--- config.mk ---
export PLATFORM = sky130hd
export DESIGN_NAME = days_between_dates_top
export DESIGN_NICKNAME = d
export VERILOG_FILES = /design/src/sv/dbd_pkg.sv /design/src/sv/dbd_date_pipe.sv /design/src/sv/dbd_diff.sv /design/src/sv/days_between_dates_top.sv
export VERILOG_INCLUDE_DIRS = /design/src /design/src/sv
export SDC_FILE = /design/constraint.sdc
export NUM_CORES = 2
export LEC_CHECK = 0
export ABC_AREA = 1
export BUFFER_PORTS_ARGS = -buffer_cell sky130_fd_sc_hd__buf_2
export CELL_PAD_IN_SITES_DETAIL_PLACEMENT = 0
export CELL_PAD_IN_SITES_GLOBAL_PLACEMENT = 1
export CORE_UTILIZATION = 50
export DETAILED_ROUTE_END_ITERATION = 16
export PLACE_DENSITY_LB_ADDON = 0.15
export SLEW_MARGIN = 20
export SYNTH_ARGS = -nofsm -noshare
export SYNTH_HDL_FRONTEND = slang
export SYNTH_HIERARCHICAL = 1
export SYNTH_SLANG_ARGS = --single-unit
--- constraint.sdc ---
create_clock -name clk -period 11.1 [get_ports clk]
set_clock_uncertainty 0.2 [all_clocks]
set_input_delay 1.11 -clock clk [delete_from_list [all_inputs] [get_ports clk]]
set_output_delay 1.11 -clock clk [all_outputs]
set_load 0.01 [all_outputs]
--- src/sv/days_between_dates_top_defines.svh ---
// Assertion macros for the checks inside the days between dates block.
// Every assertion is sampled on the rising edge of clk and is off while arst_n is low.
`ifndef DAYS_BETWEEN_DATES_TOP_DEFINES_SVH
`define DAYS_BETWEEN_DATES_TOP_DEFINES_SVH

// The consequent must hold in the same cycle as the antecedent.
`define DBD_ASSERT_NOW(label, ante, cons, msg) \
	label: assert property (@(posedge clk) disable iff (!arst_n) (ante) |-> (cons)) \
		else $error(msg);

// The consequent must hold in the cycle after the antecedent.
`define DBD_ASSERT_NEXT(label, ante, cons, msg) \
	label: assert property (@(posedge clk) disable iff (!arst_n) (ante) |=> (cons)) \
		else $error(msg);

`endif

--- src/sv/dbd_pkg.sv ---
`default_nettype none

package dbd_pkg;

	localparam int YEAR_W  = 14;
	localparam int MONTH_W = 4;
	localparam int DAY_W   = 5;
	localparam int DOY_W   = 9;
	localparam int Q100_W  = 8;
	localparam int DN_W    = 23;
	localparam int COUNT_W = 22;

	localparam logic [YEAR_W-1:0] SWITCH_YEAR_RESET = YEAR_W'(1583);

	// floor(x / 100) is (x * DIV100_MUL) >> DIV100_SHIFT for every 14-bit x.
	localparam int DIV100_MUL   = 20972;
	localparam int DIV100_SHIFT = 21;
	localparam int PROD_W       = 29;

	// Century correction of the reset switch year: ceil(y/100) - ceil(y/400).
	localparam logic [Q100_W-1:0] G_SW_RESET =
		Q100_W'((1583 + 99) / 100 - (1583 + 399) / 400);

	localparam logic [COUNT_W-1:0] DAY_COUNT_MAX = {COUNT_W{1'b1}};

	typedef logic [YEAR_W-1:0]  year_t;
	typedef logic [MONTH_W-1:0] month_t;
	typedef logic [DAY_W-1:0]   day_t;
	typedef logic [DOY_W-1:0]   doy_t;
	typedef logic [Q100_W-1:0]  q100_t;
	typedef logic [DN_W-1:0]    day_num_t;
	typedef logic [COUNT_W-1:0] count_t;

	typedef struct packed {
		year_t  year;
		month_t month;
		day_t   day;
	} date_t;

	// Days in months before month m of a common year; months 13 to 15 run on
	// as 31-day months and month 0 counts like January.
	function automatic doy_t month_start(input month_t m);
		doy_t r;
		case (m)
			4'd0:    r = 9'd0;
			4'd1:    r = 9'd0;
			4'd2:    r = 9'd31;
			4'd3:    r = 9'd59;
			4'd4:    r = 9'd90;
			4'd5:    r = 9'd120;
			4'd6:    r = 9'd151;
			4'd7:    r = 9'd181;
			4'd8:    r = 9'd212;
			4'd9:    r = 9'd243;
			4'd10:   r = 9'd273;
			4'd11:   r = 9'd304;
			4'd12:   r = 9'd334;
			4'd13:   r = 9'd365;
			4'd14:   r = 9'd396;
			default: r = 9'd427;
		endcase
		return r;
	endfunction

	function automatic q100_t div100(input year_t y);
		logic [PROD_W-1:0] p;
		p = PROD_W'(y) * PROD_W'(DIV100_MUL);
		return p[PROD_W-1:DIV100_SHIFT];
	endfunction

	// Century correction ceil(y/100) - ceil(y/400), taken apart from floor(y/100).
	function automatic q100_t century_corr(input q100_t f100, input logic exact100);
		q100_t c100;
		q100_t c400;
		c100 = f100 + q100_t'(!exact100);
		c400 = (f100 >> 2) + q100_t'((f100[1:0] != 2'd0) || !exact100);
		return c100 - c400;
	endfunction

endpackage

`default_nettype wire

--- src/sv/dbd_date_pipe.sv ---
`default_nettype none

module dbd_date_pipe (
	input  wire                clk,
	input  wire                en,
	input  dbd_pkg::date_t     date,
	input  dbd_pkg::year_t     switch_year,
	input  dbd_pkg::q100_t     g_sw,
	output dbd_pkg::day_num_t  day_num
);
	import dbd_pkg::*;

	// Stage 1: month offset, era select and the year divided by 100.
	year_t    year_s1;
	logic     julian_s1;
	doy_t     doy_s1;
	logic     late_s1;
	q100_t    f100_s1;

	// Stage 2: Julian base days and century test.
	logic     julian_s2;
	doy_t     doy_s2;
	logic     late_s2;
	q100_t    f100_s2;
	logic     exact100_s2;
	logic     div4_s2;
	day_num_t jbase_s2;

	// Stage 3: leap day applied, Gregorian correction formed.
	day_num_t part_s3;
	q100_t    corr_s3;

	// Stage 4: finished day number.
	day_num_t dn_s4;

	logic [YEAR_W:0] year_p3;
	logic            leap;
	q100_t           corr;

	assign year_p3 = {1'b0, year_s1} + (YEAR_W+1)'(3);
	assign leap    = julian_s2 ? div4_s2 : (exact100_s2 ? (f100_s2[1:0] == 2'd0) : div4_s2);
	assign corr    = julian_s2 ? '0 : century_corr(f100_s2, exact100_s2) - g_sw;

	always_ff @(posedge clk) begin
		if (en) begin
			year_s1   <= date.year;
			julian_s1 <= date.year < switch_year;
			doy_s1    <= month_start(date.month) + DOY_W'(date.day);
			late_s1   <= date.month >= 4'd3;
			f100_s1   <= div100(date.year);

			julian_s2   <= julian_s1;
			doy_s2      <= doy_s1;
			late_s2     <= late_s1;
			f100_s2     <= f100_s1;
			exact100_s2 <= (15'(f100_s1) * 15'd100) == 15'(year_s1);
			div4_s2     <= year_s1[1:0] == 2'd0;
			jbase_s2    <= DN_W'(year_s1) * DN_W'(365) + DN_W'(year_p3 >> 2);

			part_s3 <= jbase_s2 + DN_W'(doy_s2) + DN_W'(leap && late_s2);
			corr_s3 <= corr;

			dn_s4 <= part_s3 - DN_W'(corr_s3);
		end
	end

	assign day_num = dn_s4;

endmodule

`default_nettype wire

--- src/sv/dbd_diff.sv ---
`default_nettype none

module dbd_diff (
	input  wire                clk,
	input  wire                en,
	input  dbd_pkg::day_num_t  dn_first,
	input  dbd_pkg::day_num_t  dn_second,
	output dbd_pkg::count_t    day_count,
	output logic               order_error
);
	import dbd_pkg::*;

	count_t   count_s5;
	logic     err_s5;
	day_num_t diff;

	assign diff = dn_second - dn_first;

	always_ff @(posedge clk) begin
		if (en) begin
			if (dn_second < dn_first) begin
				count_s5 <= '0;
				err_s5   <= 1'b1;
			end else begin
				// Differences past the field range clamp to full scale.
				count_s5 <= diff[DN_W-1] ? DAY_COUNT_MAX : diff[COUNT_W-1:0];
				err_s5   <= 1'b0;
			end
		end
	end

	assign day_count   = count_s5;
	assign order_error = err_s5;

endmodule

`default_nettype wire

--- src/sv/days_between_dates_top.sv ---
// Days between two dates, Julian years before a programmable switch year and
// Gregorian years from it on.
// Input channel s_*: one beat carries both dates; s_tdata from bit 0 up holds
// first_year[13:0], first_month[17:14], first_day[22:18], second_year[36:23],
// second_month[40:37], second_day[45:41], and bits 47:46 are zero.
// Output channel m_*: m_tdata[21:0] is day_count, m_tuser[0] is order_error.
// When the second date precedes the first, order_error is 1 and day_count is 0;
// counts beyond 22 bits clamp to full scale.
// cfg_we/cfg_wdata load switch_year (reset 1583) and must be used only while no
// beat is in flight; the century correction is registered from the stored switch_year.
// Throughput is one beat per cycle while the output is not stalled. A beat passes
// five register stages: the four date stages, then the output register.
// All stages advance together; when the receiver holds m_tready low with a result
// waiting, s_tready falls and every stage holds, so nothing is lost or repeated.
// Reset (arst_n low, asynchronous) empties the pipeline and restores switch_year.
`default_nettype none

`include "days_between_dates_top_defines.svh"

module days_between_dates_top (
	input  wire         clk,
	input  wire         arst_n,
	// Configuration write: switch_year.
	input  wire         cfg_we,
	input  wire  [13:0] cfg_wdata,
	// Input beats.
	input  wire         s_tvalid,
	output logic        s_tready,
	// first_year, first_month, first_day, second_year, second_month, second_day, pad
	input  wire  [47:0] s_tdata,
	// Output beats.
	output logic        m_tvalid,
	input  wire         m_tready,
	// day_count, pad
	output logic [23:0] m_tdata,
	// order_error
	output logic [0:0]  m_tuser
);
	import dbd_pkg::*;

	year_t    switch_year_q;
	q100_t    g_sw_q;
	logic     v_s1, v_s2, v_s3, v_s4, out_valid_q;
	logic     adv;
	date_t    date_a, date_b;
	day_num_t dn_a, dn_b;
	count_t   day_count;
	logic     order_error;

	// The whole pipeline moves whenever the output register is free or being drained.
	assign adv      = !out_valid_q || m_tready;
	assign s_tready = adv;
	assign m_tvalid = out_valid_q;
	assign m_tdata  = {2'b00, day_count};
	assign m_tuser  = order_error;

	assign date_a = '{year: s_tdata[13:0], month: s_tdata[17:14], day: s_tdata[22:18]};
	assign date_b = '{year: s_tdata[36:23], month: s_tdata[40:37], day: s_tdata[45:41]};

	always_ff @(posedge clk or negedge arst_n) begin
		if (!arst_n) begin
			switch_year_q <= SWITCH_YEAR_RESET;
			g_sw_q        <= G_SW_RESET;
		end else begin
			if (cfg_we) begin
				switch_year_q <= cfg_wdata;
			end
			// Century correction of the switch year, used from stage 2 on.
			g_sw_q <= century_corr(div100(switch_year_q),
				(15'(div100(switch_year_q)) * 15'd100) == 15'(switch_year_q));
		end
	end

	always_ff @(posedge clk or negedge arst_n) begin
		if (!arst_n) begin
			v_s1        <= 1'b0;
			v_s2        <= 1'b0;
			v_s3        <= 1'b0;
			v_s4        <= 1'b0;
			out_valid_q <= 1'b0;
		end else if (adv) begin
			v_s1        <= s_tvalid;
			v_s2        <= v_s1;
			v_s3        <= v_s2;
			v_s4        <= v_s3;
			out_valid_q <= v_s4;
		end
	end

	dbd_date_pipe u_first (
		.clk         (clk),
		.en          (adv),
		.date        (date_a),
		.switch_year (switch_year_q),
		.g_sw        (g_sw_q),
		.day_num     (dn_a)
	);

	dbd_date_pipe u_second (
		.clk         (clk),
		.en          (adv),
		.date        (date_b),
		.switch_year (switch_year_q),
		.g_sw        (g_sw_q),
		.day_num     (dn_b)
	);

	dbd_diff u_diff (
		.clk         (clk),
		.en          (adv),
		.dn_first    (dn_a),
		.dn_second   (dn_b),
		.day_count   (day_count),
		.order_error (order_error)
	);

	// Input is refused only while a finished result waits at the output.
	`DBD_ASSERT_NOW(a_stall_only_when_full, !s_tready, m_tvalid, "input stalled with output empty")

	// A valid stage-4 item reaches the output register when the pipeline moves.
	`DBD_ASSERT_NEXT(a_s4_to_out, v_s4 && s_tready, m_tvalid, "stage 4 item lost")

	// An order error always carries a zero count.
	`DBD_ASSERT_NOW(a_error_zero, m_tvalid && m_tuser[0], m_tdata[21:0] == 22'd0, "error with count")

endmodule

`default_nettype wire

==> impl_metrics.tcl <==
set metrics [dict create \
    cp.required_ns 11.35 \
    die_y_microns 281.0 \
    drive_gt1_frac 0.05196 \
    synth_top_area_frac 0.2199 \
    drt-total-wl_microns 87280 \
    area_delta_synth_final_pct 7.852 \
    ys_top_cells_by_area "edfxtp_1, ha_1, fa_1" \
    firstDrtPassIters 5 \
    cts_tree "yes" \
    numCtsBuffers 38 \
    ys.flop_type "edfxtp_1" \
    vias 28300 \
    synth_most_common_cell "inv_1" \
    finalCriticalPeriod_ns 10.22 \
    viasPerCell 4.942 \
    clock_latency_ns 0.57 \
    slew_viol_final 0 \
    cp-start-kind "register" \
    muxShareOfSynthArea 0.001158 \
    dpl.cell_count 5657 \
    ant_nets 0 \
    hold_path.class "register to register" \
    syn_avg_cell_area_sq_um 8.559 \
    setup_viol 0 \
    cts_resized 0 \
    worst_pin_slew_ns 1.125 \
    synth_compound_area_frac 0.05769 \
    gp_congestion 0.8927 \
    ys_async_sr_fraction 0.08654 \
    yosysTopAreaCell "edfxtp_1" \
    htree_levels 2 \
    fin_cells 5726 \
    rsz0062_at_grt "false" \
    synth_common_cells "inv_1, nand2_1, ha_1" \
    synthAdderAreaFrac 0.3827 \
    coreArea_sq_mm 0.07645 \
    port_buffers 89 \
    fillers 7158 \
    synth_area_sq_mm 0.03891 \
    grt_pass1_wl_microns 142600 \
    fin_nets 5728 \
    synthXorXnorAreaFrac 0.04061 \
    track_usage 0.2276 \
    max_slew_margin 0.2407 \
    synth_top_family_by_area "adder cells" \
    clkTransAtPathRegs_ns 0.06 \
    seq_area_frac_synth 0.2376 \
    overflow 0 \
    fp.dieW_microns 281.0 \
    fmax_mhz 97.89 \
    status "finished clean" \
    hpwl_microns 74140 \
    drc_errors 0 \
    critPathCaptureType "register" \
    grt_pass1_vias 28100 \
    crit_path_max_fanout 10 \
    pin_count 94 \
    num_antenna_cells 0 \
    grt_max_degree 192 \
    critPathArrivalTime_ns 10.47 \
    cts_buffer_depth 3 \
    cts_root_buffer "clkbuf_16" \
    yosysWarnings 6 \
    crit_top_cell "nand2_1" \
    initial_utilization 0.5089 \
    postCtsSetupBuffers 0 \
    wl_per_cell_microns 15.24 \
    slowest_stage "dfstp_2" \
    drt-initial-drc-count 1217 \
    crit_type "register to register" \
    syn-instance-count 4546 \
    cap_violations 0 \
    fin_crit_sh 0.9203 \
    num_rows 101 \
    cts_num_sinks 312 \
    synth-simple-area-share 0.1725 \
    finalHoldViolations 0 \
    fp.dieArea_sq_mm 0.07894 \
    final.setup.tns_ns 0 \
    max_stage_delay_ns 0.72 \
    hold_buffers 0 \
    synth_enable_flop_cells 285 \
    antenna_found_initial 4 \
    synth-seq-cells 312 \
    ys_types 65 \
]
==> per-stage QoR <==
step | cell area [sq um] | worst slack (ns) | hold slack (ns) | utilization
after floorplan | 38910 | 1.851 | 0.2003 | -
after global placement | 40610 | 0.7744 | 0.2039 | 0.5312
after detailed placement | 40610 | 0.7519 | 0.2052 | 0.5312
after CTS | 41960 | 0.6818 | 0.2163 | 0.5488
after global routing | 41970 | 0.1328 | 0.2228 | 0.5489
final | 41970 | 0.8844 | 0.2123 | 0.5489
==> placed cells by master, fill, tap and decap left out, types with 8 or more instances in the layout <==
master and instances:
inv_1 1081, nand2_1 911, ha_1 667, fa_1 327
edfxtp_1 285, nor2_1 257, a21oi_1 214, nand3_1 192
xor2_1 112, o21ai_0 100, buf_2 89, nand4_1 68
xnor2_1 63, nor3_1 44, clkbuf_16 39, nand3b_1 23
o21bai_1 19, dfrtp_1 18, nand2_2 10, nor4_1 10
dfstp_2 9, nor2_4 9, a21o_1 8, a21boi_0 8
nor2_2 8
==> state kept, by name (all words and copies together) (netlist names), 8 cells and up <==
name / cells
u_second/doy_s1: 9
u_first/part_s3: 23
u_first/corr_s3: 8
u_first/jbase_s2: 23
u_second/day_num: 23
u_second/f100_s1: 8
u_diff/day_count: 22
u_second/year_s1: 14
u_second/corr_s3: 8
u_second/part_s3: 23
u_first/doy_s1: 9
switch_year_q: 14
u_second/jbase_s2: 23
u_first/day_num: 23
u_second/doy_s2: 9
u_first/year_s1: 14
u_first/doy_s2: 9
g_sw_q: 8
u_second/f100_s2: 8
u_first/f100_s1: 8
u_first/f100_s2: 8
==> worst max-delay path, delay by kind of cell (launching register included) <==
family	cells	cell delay, ns
xor gates and xnor gates	3	0.72
adders and majority gates	14	5.39
AOI/OAI and AO/OA	7	1.31
and+or+nand+nor	15	1.46
buffers and inverters	6	0.29
DFF	1	0.72
==> per-layer routing <==
layer	vias up	track usage	routed length (microns)
li1	14720	-	-
met1	13100	0.3006	40390
met2	367	0.3868	41440
met3	110	0.03234	2991
met4	8	0.06473	2395
met5	-	0	56
==> kinds of logic after synthesis <==
group | count (synthesis)
simple gates | 1557
buf+inv | 1103
fa+ha+maj | 994
compound gates | 397
flops | 312
xor+xnor | 178
mux | 4
other cells | 1
==> final cells by class <==
class	instances	area, sq um	area share
timing repair buffer	94	495.5	0.01181
tap	1030	1289	0.03071
multi-input combinational	3132	25500	0.6076
clock inverter	27	362.8	0.008646
clock buffer	42	987.2	0.02352
sequential	312	9245	0.2203
inverter	1089	4090	0.09746
==> final timing paths <==
| path | from | endpoint | slack (ns) | cells past startpoint |
|---|---|---|---|---|
| setup / recovery | switch_year_q[9]$_DFFE_PN1P_ | g_sw_q[7]$_DFF_PN0_ | 0.88 | 45 |
| hold reg to reg | u_second/doy_s1[2]$_DFFE_PP_ | u_second/doy_s2[2]$_DFFE_PP_ | 0.21 | 0 |
| setup reg to reg | switch_year_q[9]$_DFFE_PN1P_ | g_sw_q[7]$_DFF_PN0_ | 0.88 | 45 |
| hold / removal | u_second/doy_s1[2]$_DFFE_PP_ | u_second/doy_s2[2]$_DFFE_PP_ | 0.21 | 0 |
| max in group asynchronous | arst_n | g_sw_q[5]$_DFF_PN0_ | 9.87 | 1 |
| min in group asynchronous | arst_n | v_s2$_DFFE_PN0P_ | 0.37 | 1 |
Power is not shown: default switching activity piles up to over one toggle a cycle in this logic, so the estimate is an artifact.
